File: src/rtl/core/embedding_grad_scatter_addresser_core_defines.svh
// assertion macros for the embedding gradient scatter addresser core
`ifndef EMBEDDING_GRAD_SCATTER_ADDRESSER_CORE_DEFINES_SVH
`define EMBEDDING_GRAD_SCATTER_ADDRESSER_CORE_DEFINES_SVH

// same-cycle implication on the core clock
`define EGSA_ASSERT_SAME(label, cond, prop) \
   label: assert property (@(posedge clock) disable iff (reset) (cond) |-> (prop)) \
      else $error("egsa assertion failed");

// next-cycle implication on the core clock
`define EGSA_ASSERT_NEXT(label, cond, prop) \
   label: assert property (@(posedge clock) disable iff (reset) (cond) |=> (prop)) \
      else $error("egsa assertion failed");

`endif

File: src/rtl/core/egsa_pkg.sv
// shared constants and types for the embedding gradient scatter addresser
`default_nettype none

package egsa_pkg;

   localparam int MAX_ROWS_DEFAULT = 16;

   localparam int TOKEN_W     = 31;
   localparam int BATCH_W     = 5;
   localparam int ROWS_W      = 15;
   localparam int ADDR_W      = 16;
   localparam int STATUS_W    = 2;
   localparam int COUNT_W     = 5;
   localparam int COLL_W      = 4;
   localparam int VOPS_W      = 20;
   localparam int CSR_INDEX_W = 3;
   localparam int CSR_DATA_W  = 31;

   typedef enum logic [STATUS_W-1:0] {
      STATUS_SELECTED     = 2'd0,
      STATUS_OTHER_TILE   = 2'd1,
      STATUS_OUT_OF_VOCAB = 2'd2
   } status_type;

   typedef enum logic [CSR_INDEX_W-1:0] {
      CSR_BATCH_ROWS    = 3'd0,
      CSR_VOCAB_SIZE    = 3'd1,
      CSR_TILE_START    = 3'd2,
      CSR_TILE_ROWS     = 3'd3,
      CSR_HIDDEN_WIDTH  = 3'd4,
      CSR_TABLE_BASE    = 3'd5,
      CSR_GRADIENT_BASE = 3'd6
   } csr_index_type;

   typedef struct packed {
      status_type status;
      logic       duplicate;
      logic       last;
      logic       no_updates;
   } item_flags_type;

endpackage

`default_nettype wire

File: src/rtl/core/egsa_seen_cell.sv
// one cell of the seen-token chain: holds a token, compares, hands it on
`default_nettype none

module egsa_seen_cell #(
   parameter int ROW_W = 5,
   parameter int INDEX = 0
) (
   input  logic                         clock,
   input  logic                         shift,
   input  logic [egsa_pkg::TOKEN_W-1:0] din,
   input  logic [egsa_pkg::TOKEN_W-1:0] probe,
   input  logic [ROW_W-1:0]             count,
   output logic [egsa_pkg::TOKEN_W-1:0] dout,
   output logic                         hit
);
   import egsa_pkg::*;

   logic [TOKEN_W-1:0] token_ff;
   logic [TOKEN_W-1:0] token_in;

   assign token_in = shift ? din : token_ff;

   always_ff @(posedge clock) begin
      token_ff <= token_in;
   end

   assign dout = token_ff;
   assign hit  = (count > ROW_W'(INDEX)) && (token_ff == probe);

endmodule

`default_nettype wire

File: src/rtl/core/egsa_result_stage.sv
// result register: row addresses, vector-op total and counts of one transaction
`default_nettype none

module egsa_result_stage #(
   parameter int ROW_W = 5
) (
   input  logic                           clock,
   input  logic                           reset,
   input  logic                           advance,
   input  logic                           in_valid,
   input  egsa_pkg::item_flags_type       in_flags,
   input  logic [egsa_pkg::ROWS_W-1:0]    in_local,
   input  logic [ROW_W-1:0]               in_len,
   input  logic [ROW_W-1:0]               in_selected,
   input  logic [ROW_W-1:0]               in_unique,
   input  logic [egsa_pkg::ROWS_W-1:0]    hidden_width,
   input  logic [egsa_pkg::ADDR_W-1:0]    table_base,
   input  logic [egsa_pkg::ADDR_W-1:0]    gradient_base,
   output logic                           rsp_valid,
   output logic [egsa_pkg::STATUS_W-1:0]  rsp_status,
   output logic                           rsp_duplicate,
   output logic [egsa_pkg::ADDR_W-1:0]    rsp_source_address,
   output logic [egsa_pkg::ADDR_W-1:0]    rsp_target_address,
   output logic                           rsp_last,
   output logic [egsa_pkg::COUNT_W-1:0]   rsp_selected_count,
   output logic [egsa_pkg::COUNT_W-1:0]   rsp_unique_count,
   output logic [egsa_pkg::COLL_W-1:0]    rsp_collision_count,
   output logic                           rsp_no_updates,
   output logic [egsa_pkg::VOPS_W-1:0]    rsp_vector_ops
);
   import egsa_pkg::*;

   logic [2*ROWS_W-1:0]     row_prod;
   logic [ROW_W+ROWS_W-1:0] ops_prod;
   logic                    is_selected;
   logic [ADDR_W-1:0]       src_addr;
   logic [ADDR_W-1:0]       dst_addr;
   logic [VOPS_W-1:0]       vops;

   logic                    valid_ff,      valid_in;
   logic [STATUS_W-1:0]     status_ff,     status_in;
   logic                    dup_ff,        dup_in;
   logic [ADDR_W-1:0]       src_ff,        src_in;
   logic [ADDR_W-1:0]       dst_ff,        dst_in;
   logic                    last_ff,       last_in;
   logic [COUNT_W-1:0]      sel_cnt_ff,    sel_cnt_in;
   logic [COUNT_W-1:0]      uniq_cnt_ff,   uniq_cnt_in;
   logic [COLL_W-1:0]       coll_ff,       coll_in;
   logic                    no_upd_ff,     no_upd_in;
   logic [VOPS_W-1:0]       vops_ff,       vops_in;

   assign is_selected = (in_flags.status == STATUS_SELECTED);
   assign row_prod    = (2*ROWS_W)'(in_local) * (2*ROWS_W)'(hidden_width);
   assign ops_prod    = (ROW_W+ROWS_W)'(in_selected) * (ROW_W+ROWS_W)'(hidden_width);

   assign src_addr = table_base + {row_prod[ADDR_W-2:0], 1'b0};
   assign dst_addr = gradient_base + {row_prod[ADDR_W-3:0], 2'b00};
   assign vops     = VOPS_W'(in_len) + VOPS_W'({ops_prod, 1'b0});

   always_comb begin
      valid_in    = advance ? in_valid : valid_ff;
      status_in   = in_flags.status;
      dup_in      = in_flags.duplicate;
      src_in      = is_selected ? src_addr : '0;
      dst_in      = is_selected ? dst_addr : '0;
      last_in     = in_flags.last;
      sel_cnt_in  = COUNT_W'(in_selected);
      uniq_cnt_in = COUNT_W'(in_unique);
      coll_in     = COLL_W'(in_selected - in_unique);
      no_upd_in   = in_flags.no_updates;
      vops_in     = in_flags.last ? vops : '0;
   end

   always_ff @(posedge clock) begin
      if (reset) begin
         valid_ff <= 1'b0;
      end else begin
         valid_ff <= valid_in;
      end
   end

   always_ff @(posedge clock) begin
      if (advance && in_valid) begin
         status_ff   <= status_in;
         dup_ff      <= dup_in;
         src_ff      <= src_in;
         dst_ff      <= dst_in;
         last_ff     <= last_in;
         sel_cnt_ff  <= sel_cnt_in;
         uniq_cnt_ff <= uniq_cnt_in;
         coll_ff     <= coll_in;
         no_upd_ff   <= no_upd_in;
         vops_ff     <= vops_in;
      end
   end

   assign rsp_valid           = valid_ff;
   assign rsp_status          = status_ff;
   assign rsp_duplicate       = dup_ff;
   assign rsp_source_address  = src_ff;
   assign rsp_target_address  = dst_ff;
   assign rsp_last            = last_ff;
   assign rsp_selected_count  = sel_cnt_ff;
   assign rsp_unique_count    = uniq_cnt_ff;
   assign rsp_collision_count = coll_ff;
   assign rsp_no_updates      = no_upd_ff;
   assign rsp_vector_ops      = vops_ff;

endmodule

`default_nettype wire

File: src/rtl/core/embedding_grad_scatter_addresser_core.sv
// top level of the embedding gradient scatter addresser
// Takes one token index per clock while req_stall is low and returns one result per
// token via the first-stage and result registers. The accepting cycle classifies the
// token against the vocabulary and tile window and probes the chain of MAX_ROWS
// seen-token cells in parallel, so batch counts and the duplicate flag are final before
// the next token arrives; the following stage multiplies the local row by the hidden
// width into the result register. Sustained rate is one transaction per clock while
// rsp_stall is low. Registers are to be written only while no transaction is in flight.
`default_nettype none
`include "embedding_grad_scatter_addresser_core_defines.svh"

module embedding_grad_scatter_addresser_core #(
   parameter int MAX_ROWS = egsa_pkg::MAX_ROWS_DEFAULT
) (
   input  logic                              clock,
   input  logic                              reset,
   input  logic                              csr_write_enable,
   input  logic [egsa_pkg::CSR_INDEX_W-1:0]  csr_index,
   input  logic [egsa_pkg::CSR_DATA_W-1:0]   csr_write_data,
   input  logic                              req_valid,
   output logic                              req_stall,
   input  logic [egsa_pkg::TOKEN_W-1:0]      req_token,
   output logic                              rsp_valid,
   input  logic                              rsp_stall,
   output logic [egsa_pkg::STATUS_W-1:0]     rsp_status,
   output logic                              rsp_duplicate,
   output logic [egsa_pkg::ADDR_W-1:0]       rsp_source_address,
   output logic [egsa_pkg::ADDR_W-1:0]       rsp_target_address,
   output logic                              rsp_last,
   output logic [egsa_pkg::COUNT_W-1:0]      rsp_selected_count,
   output logic [egsa_pkg::COUNT_W-1:0]      rsp_unique_count,
   output logic [egsa_pkg::COLL_W-1:0]       rsp_collision_count,
   output logic                              rsp_no_updates,
   output logic [egsa_pkg::VOPS_W-1:0]       rsp_vector_ops
);
   import egsa_pkg::*;

   localparam int ROW_W = $clog2(MAX_ROWS + 1);
   localparam int LEN_W = (ROW_W > BATCH_W) ? ROW_W : BATCH_W;

   // configuration registers
   logic [BATCH_W-1:0] batch_rows_ff,    batch_rows_in;
   logic [TOKEN_W-1:0] vocab_size_ff,    vocab_size_in;
   logic [TOKEN_W-1:0] tile_start_ff,    tile_start_in;
   logic [ROWS_W-1:0]  tile_rows_ff,     tile_rows_in;
   logic [ROWS_W-1:0]  hidden_width_ff,  hidden_width_in;
   logic [ADDR_W-1:0]  table_base_ff,    table_base_in;
   logic [ADDR_W-1:0]  gradient_base_ff, gradient_base_in;

   // batch state
   logic [ROW_W-1:0]   pos_ff,  pos_in;
   logic [ROW_W-1:0]   sel_ff,  sel_in;
   logic [ROW_W-1:0]   uniq_ff, uniq_in;

   // first stage
   logic               s1_valid_ff, s1_valid_in;
   item_flags_type     s1_flags_ff, s1_flags_in;
   logic [ROWS_W-1:0]  s1_local_ff;
   logic [ROW_W-1:0]   s1_len_ff;
   logic [ROW_W-1:0]   s1_sel_ff;
   logic [ROW_W-1:0]   s1_uniq_ff;

   logic               accept;
   logic               out_free;
   logic [LEN_W-1:0]   rows_ext;
   logic [ROW_W-1:0]   batch_len;
   logic [ROW_W:0]     pos_plus;
   logic               last_now;
   logic               in_vocab;
   logic [TOKEN_W-1:0] offset;
   logic               selected;
   logic               seen_hit;
   logic               insert;
   logic [ROW_W-1:0]   sel_next;
   logic [ROW_W-1:0]   uniq_next;

   logic [TOKEN_W-1:0] chain_token [MAX_ROWS+1];
   logic [MAX_ROWS-1:0] cell_hit;

   // configuration port
   always_comb begin
      batch_rows_in    = batch_rows_ff;
      vocab_size_in    = vocab_size_ff;
      tile_start_in    = tile_start_ff;
      tile_rows_in     = tile_rows_ff;
      hidden_width_in  = hidden_width_ff;
      table_base_in    = table_base_ff;
      gradient_base_in = gradient_base_ff;
      if (csr_write_enable) begin
         case (csr_index)
            CSR_BATCH_ROWS:    batch_rows_in    = csr_write_data[BATCH_W-1:0];
            CSR_VOCAB_SIZE:    vocab_size_in    = csr_write_data[TOKEN_W-1:0];
            CSR_TILE_START:    tile_start_in    = csr_write_data[TOKEN_W-1:0];
            CSR_TILE_ROWS:     tile_rows_in     = csr_write_data[ROWS_W-1:0];
            CSR_HIDDEN_WIDTH:  hidden_width_in  = csr_write_data[ROWS_W-1:0];
            CSR_TABLE_BASE:    table_base_in    = csr_write_data[ADDR_W-1:0];
            CSR_GRADIENT_BASE: gradient_base_in = csr_write_data[ADDR_W-1:0];
            default: ;
         endcase
      end
   end

   always_ff @(posedge clock) begin
      if (reset) begin
         batch_rows_ff    <= BATCH_W'(1);
         vocab_size_ff    <= TOKEN_W'(1);
         tile_start_ff    <= '0;
         tile_rows_ff     <= ROWS_W'(1);
         hidden_width_ff  <= ROWS_W'(1);
         table_base_ff    <= '0;
         gradient_base_ff <= '0;
      end else begin
         batch_rows_ff    <= batch_rows_in;
         vocab_size_ff    <= vocab_size_in;
         tile_start_ff    <= tile_start_in;
         tile_rows_ff     <= tile_rows_in;
         hidden_width_ff  <= hidden_width_in;
         table_base_ff    <= table_base_in;
         gradient_base_ff <= gradient_base_in;
      end
   end

   // handshake
   assign out_free  = !rsp_valid || !rsp_stall;
   assign req_stall = s1_valid_ff && !out_free;
   assign accept    = req_valid && !req_stall;

   // batch length, clamped
   assign rows_ext  = LEN_W'(batch_rows_ff);
   assign batch_len = (rows_ext == '0)               ? ROW_W'(1) :
                      (rows_ext > LEN_W'(MAX_ROWS))  ? ROW_W'(MAX_ROWS) :
                                                       ROW_W'(rows_ext);
   assign pos_plus  = {1'b0, pos_ff} + (ROW_W+1)'(1);
   assign last_now  = (pos_plus >= {1'b0, batch_len});

   // classification
   assign in_vocab = (req_token < vocab_size_ff);
   assign offset   = req_token - tile_start_ff;
   assign selected = in_vocab && (req_token >= tile_start_ff)
                     && (offset < TOKEN_W'(tile_rows_ff));

   // seen-token chain
   assign chain_token[0] = req_token;

   for (genvar i = 0; i < MAX_ROWS; i++) begin : g_cell
      egsa_seen_cell #(
         .ROW_W (ROW_W),
         .INDEX (i)
      ) u_cell (
         .clock (clock),
         .shift (insert),
         .din   (chain_token[i]),
         .probe (req_token),
         .count (uniq_ff),
         .dout  (chain_token[i+1]),
         .hit   (cell_hit[i])
      );
   end

   assign seen_hit  = |cell_hit;
   assign insert    = accept && selected && !seen_hit && (uniq_ff < ROW_W'(MAX_ROWS));
   assign sel_next  = (selected && (sel_ff < ROW_W'(MAX_ROWS))) ? sel_ff + ROW_W'(1) : sel_ff;
   assign uniq_next = (selected && !seen_hit && (uniq_ff < ROW_W'(MAX_ROWS)))
                      ? uniq_ff + ROW_W'(1) : uniq_ff;

   always_comb begin
      pos_in  = pos_ff;
      sel_in  = sel_ff;
      uniq_in = uniq_ff;
      if (accept) begin
         if (last_now) begin
            pos_in  = '0;
            sel_in  = '0;
            uniq_in = '0;
         end else begin
            pos_in  = pos_plus[ROW_W-1:0];
            sel_in  = sel_next;
            uniq_in = uniq_next;
         end
      end
   end

   always_ff @(posedge clock) begin
      if (reset) begin
         pos_ff  <= '0;
         sel_ff  <= '0;
         uniq_ff <= '0;
      end else begin
         pos_ff  <= pos_in;
         sel_ff  <= sel_in;
         uniq_ff <= uniq_in;
      end
   end

   // first stage register
   always_comb begin
      s1_valid_in = accept ? 1'b1 : (out_free ? 1'b0 : s1_valid_ff);
      if (!in_vocab) begin
         s1_flags_in.status = STATUS_OUT_OF_VOCAB;
      end else if (!selected) begin
         s1_flags_in.status = STATUS_OTHER_TILE;
      end else begin
         s1_flags_in.status = STATUS_SELECTED;
      end
      s1_flags_in.duplicate  = selected && seen_hit;
      s1_flags_in.last       = last_now;
      s1_flags_in.no_updates = last_now && (sel_next == '0);
   end

   always_ff @(posedge clock) begin
      if (reset) begin
         s1_valid_ff <= 1'b0;
      end else begin
         s1_valid_ff <= s1_valid_in;
      end
   end

   always_ff @(posedge clock) begin
      if (accept) begin
         s1_flags_ff <= s1_flags_in;
         s1_local_ff <= offset[ROWS_W-1:0];
         s1_len_ff   <= batch_len;
         s1_sel_ff   <= sel_next;
         s1_uniq_ff  <= uniq_next;
      end
   end

   egsa_result_stage #(
      .ROW_W (ROW_W)
   ) u_result (
      .clock               (clock),
      .reset               (reset),
      .advance             (out_free),
      .in_valid            (s1_valid_ff),
      .in_flags            (s1_flags_ff),
      .in_local            (s1_local_ff),
      .in_len              (s1_len_ff),
      .in_selected         (s1_sel_ff),
      .in_unique           (s1_uniq_ff),
      .hidden_width        (hidden_width_ff),
      .table_base          (table_base_ff),
      .gradient_base       (gradient_base_ff),
      .rsp_valid           (rsp_valid),
      .rsp_status          (rsp_status),
      .rsp_duplicate       (rsp_duplicate),
      .rsp_source_address  (rsp_source_address),
      .rsp_target_address  (rsp_target_address),
      .rsp_last            (rsp_last),
      .rsp_selected_count  (rsp_selected_count),
      .rsp_unique_count    (rsp_unique_count),
      .rsp_collision_count (rsp_collision_count),
      .rsp_no_updates      (rsp_no_updates),
      .rsp_vector_ops      (rsp_vector_ops)
   );

   // checks
   `EGSA_ASSERT_SAME(a_unique_within_selected, 1'b1, uniq_ff <= sel_ff)
   `EGSA_ASSERT_NEXT(a_last_restarts_batch, accept && last_now, (pos_ff == '0) && (sel_ff == '0) && (uniq_ff == '0))
   `EGSA_ASSERT_SAME(a_unselected_plain, rsp_valid && (rsp_status != STATUS_SELECTED), !rsp_duplicate && (rsp_source_address == '0) && (rsp_target_address == '0))
   `EGSA_ASSERT_SAME(a_totals_on_last_only, rsp_valid && !rsp_last, (rsp_vector_ops == '0) && !rsp_no_updates)

endmodule

`default_nettype wire
File: config.mk
export PLATFORM = sky130hd
export DESIGN_NAME = embedding_grad_scatter_addresser_core
export DESIGN_NICKNAME = d
export VERILOG_FILES = /design/src/rtl/core/egsa_pkg.sv /design/src/rtl/core/egsa_seen_cell.sv /design/src/rtl/core/egsa_result_stage.sv /design/src/rtl/core/embedding_grad_scatter_addresser_core.sv
export VERILOG_INCLUDE_DIRS = /design/src /design/src/rtl/core
export SDC_FILE = /design/constraint.sdc
export NUM_CORES = 2
export LEC_CHECK = 0
export BUFFER_PORTS_ARGS = -buffer_cell sky130_fd_sc_hd__buf_4
export CAP_MARGIN = 5
export CELL_PAD_IN_SITES_DETAIL_PLACEMENT = 0
export CELL_PAD_IN_SITES_GLOBAL_PLACEMENT = 2
export CORE_UTILIZATION = 48
export CTS_BUF_LIST = sky130_fd_sc_hd__clkbuf_8
export DETAILED_ROUTE_END_ITERATION = 10
export PLACE_DENSITY_LB_ADDON = 0.1
export SYNTH_ARGS = -nofsm -noshare
export SYNTH_HDL_FRONTEND = slang
export SYNTH_SLANG_ARGS = --single-unit
File: constraint.sdc
create_clock -name clock -period 33.3 [get_ports clock]
set_input_delay 4.995 -clock clock [delete_from_list [all_inputs] [get_ports clock]]
set_output_delay 4.995 -clock clock [all_outputs]
set_load 0.02 [all_outputs]
==> qor.yml <==
status:
  status: "complete, no violations"
place:
  hpwl_um: 77180
  gp_congestion: 0.8884
  place_ws_ns: 20.66
  io_buffers: 142
  dp_cells: 4545
die:
  die_h_um: 291.1
  start_util: 0.4871
  fp.dieW_um: 291.1
  die-area_um2: 84750
  io_pins: 143
  coreArea_um2: 82370
  rows: 105
timing:
  grt_setup_unrepaired: "no"
  tightest_slew_ns: 1.214
  tns_ns: 0
  setup_viol: 0
  slew_headroom: 0.1906
  layout_min_cycle_time_ns: 11.91
  holdWs_ns: 0.4205
  max_clock_freq_mhz: 83.97
  fin_crit_sh: 0.3576
  fin_skew_ns: 0.03939
  drv_slew: 0
  hold_viol: 0
  fin_ws_ns: 21.39
critical_path:
  critical_path_class: "in2reg"
  reg2reg_slack_ns: 25.57
  end_kind: "flip-flop"
  crit_family: "buffers and inverters"
  crit_path_max_incr_delay_ns: 0.90
  crit_path_start_kind: "input pin"
  cpMaxStageDelayCell: "buf_4"
  path_buf_inv: 6
  worstPathArrival_ns: 12.27
  critPathMaxFanout: 125
  cp.required_ns: 33.67
power_and_ir_drop:
  powerDensity_nw_per_um2: 45.84
  ir_drop_uv: 33.47
  power_mw: 2.033
  leakage_nw: 16.19
finish:
  areaGrowthSynthToFinish_pct: 10.54
  drive_gt1_frac: 0.09435
  seq_area_um2: 21000
  fin_cells: 4774
  fillerInstances: 7136
  nets: 3968
  multi_input_area_um2: 17560
synth:
  synthTopCellsByArea: "edfxtp_1 45%, xnor2_1 9.2%, dfxtp_1 7.3%"
  synthesis.area_um2: 40120
  synth_top_area_share: 0.4505
  synthArstFlopShare: 0
  ys_seq_area_frac: 0.5234
  ys_warn_count: 0
  yosysTopAreaCell: "edfxtp_1"
  ys_top_cells_by_count: "602 x edfxtp_1, 420 x xnor2_1, 404 x nand2_1"
  ys_seq_elements: 748
  avgSynthCellArea_um2: 11.58
  synth_edf_count: 602
  synth_cell_types: 78
  synthCells: 3465
  synthFlopType: "edfxtp_1"
  syn_nets: 3836
  synthMostInstantiatedCell: "edfxtp_1"
clocking:
  cts.reportedPaths.clkPinSlew_ns: 0.06
  htree_levels: 3
  cts_tree: "built"
  cts_resized: 0
  cts_root_buf: "clkbuf_8"
  clock_latency_ns: 0.77
  cts_buffer_depth: 3
  holdBufCountCts: 0
  cts_buffers: 120
  post-cts-setup-buffers: 0
  cts_sinks: 748
drt:
  drc: 0
  dr.first_iter.drc_count: 2150
  viasPerCell: 5.487
  via_count: 26190
  antenna_left: 0
  drt_pass1_iterations: 5
  drt-total-wl_um: 108700
  post_drt_wl_per_cell_um: 22.77
grt:
  grt_start_max_net_pins: 217
  grt_pass1_wl_um: 163200
  grt_overflow: 0
  antenna_found_initial: 5
  grt_usage: 0.2576
  grt_pass1_vias: 26470
  use_met1: 0.3799
  grt_use_met2: 0.3921
  met3_usage: 0.03940
  grt_busiest_layer: "met2"
flow_run:
  max_cap_violations: 0
hold_path:
  worstHoldPathType: "reg2reg"
==> worst paths after layout <==
check             cells past startpoint                                   to                          start
setup / recovery                     27  g_cell[3].u_cell.dout[25]$_DFFE_PP_                   req_token[0]
hold reg to reg                       0    u_result.rsp_no_updates$_DFFE_PP_       s1_flags_ff[0]$_DFFE_PP_
hold / removal                        0    u_result.rsp_no_updates$_DFFE_PP_       s1_flags_ff[0]$_DFFE_PP_
setup reg to reg                     25  g_cell[3].u_cell.dout[25]$_DFFE_PP_  tile_start_ff[0]$_SDFFE_PP0P_
==> stage by stage <==
stage	instance area, µm²	util
global placement	42080	0.5108
detailed placement	42080	0.5108
global route	44350	0.5384
floorplan	40120	-
CTS	44340	0.5383
finish	44350	0.5384
==> cells in the final DEF (no fill, tap or decap), types with 111 or more instances in the layout <==
| cell | count |
|---|---|
| a21oi_1 | 206 |
| and2_1 | 142 |
| buf_4 | 160 |
| clkbuf_8 | 123 |
| dfxtp_1 | 146 |
| edfxtp_1 | 602 |
| fa_1 | 111 |
| ha_1 | 190 |
| inv_1 | 287 |
| nand2_1 | 404 |
| xnor2_1 | 420 |
| xor2_1 | 200 |
==> power by group <==
part	internal, mW	leakage [nW]	switching, mW
clock	0.377	1.32	0.381
combinational	0.0947	8.21	0.153
sequential	1.01	6.66	0.0141
total	1.49	16.2	0.548
==> cell type report <==
cell class                      instances  area share
Sequential cell                       748      0.4735
Multi-Input combinational cell       2314      0.3960
Antenna cell                            5   0.0002821
Tap cell                             1070     0.03018
Clock buffer                          123     0.03817
Clock inverter                        101     0.01286
Inverter                              252     0.02150
Timing Repair Buffer                  161     0.02753
==> registers in the layout, indices dropped and copies added (netlist names), 15 cells and up <==
name / count
u_result.rsp_target_address: 16
table_base_ff: 16
s1_local_ff: 15
u_result.rsp_source_address: 16
tile_start_ff: 31
vocab_size_ff: 31
gradient_base_ff: 16
hidden_width_ff: 15
tile_rows_ff: 15
u_result.rsp_vector_ops: 20
g_cell.u_cell.dout: 496
==> layer usage <==
layer  routed length, µm  vias to the layer above
li1                    -                    12240
met1               50990                    13000
met2               48500                      802
met3                6530                      148
met4                2694                        0
met5                   0                        -
==> worst reg2reg max path, stage by stage, from the launching register on <==
cell,delay [ns]
dfxtp_1,0.42
ha_1,0.21
inv_1,0.06
fa_1,0.42
a211oi_1,0.36
o21ai_1,0.18
a21oi_1,0.24
o21bai_1,0.09
a21oi_1,0.24
nor2b_1,0.08
o21a_1,0.18
nor2_1,0.11
xnor2_1,0.17
ha_1,0.29
a21oi_1,0.14
nor2b_1,0.06
o21ai_0,0.15
nand3b_1,0.09
a221oi_1,0.21
o211a_1,0.20
and3b_1,0.15
and4b_1,0.32
nand4_1,0.31
inv_8,0.69
buf_4,1.00
buf_4,0.92
==> logic make-up after synthesis <==
family	share of synthesized area
xor gates and xnor gates	0.1359
AOI/OAI and AO/OA	0.06349
buffers and inverters	0.03929
adders and majority gates	0.1146
DFF	0.5234
muxes	0.002869
and+or+nand+nor	0.1204
Note: power is estimated with default switching activity, not from simulation.
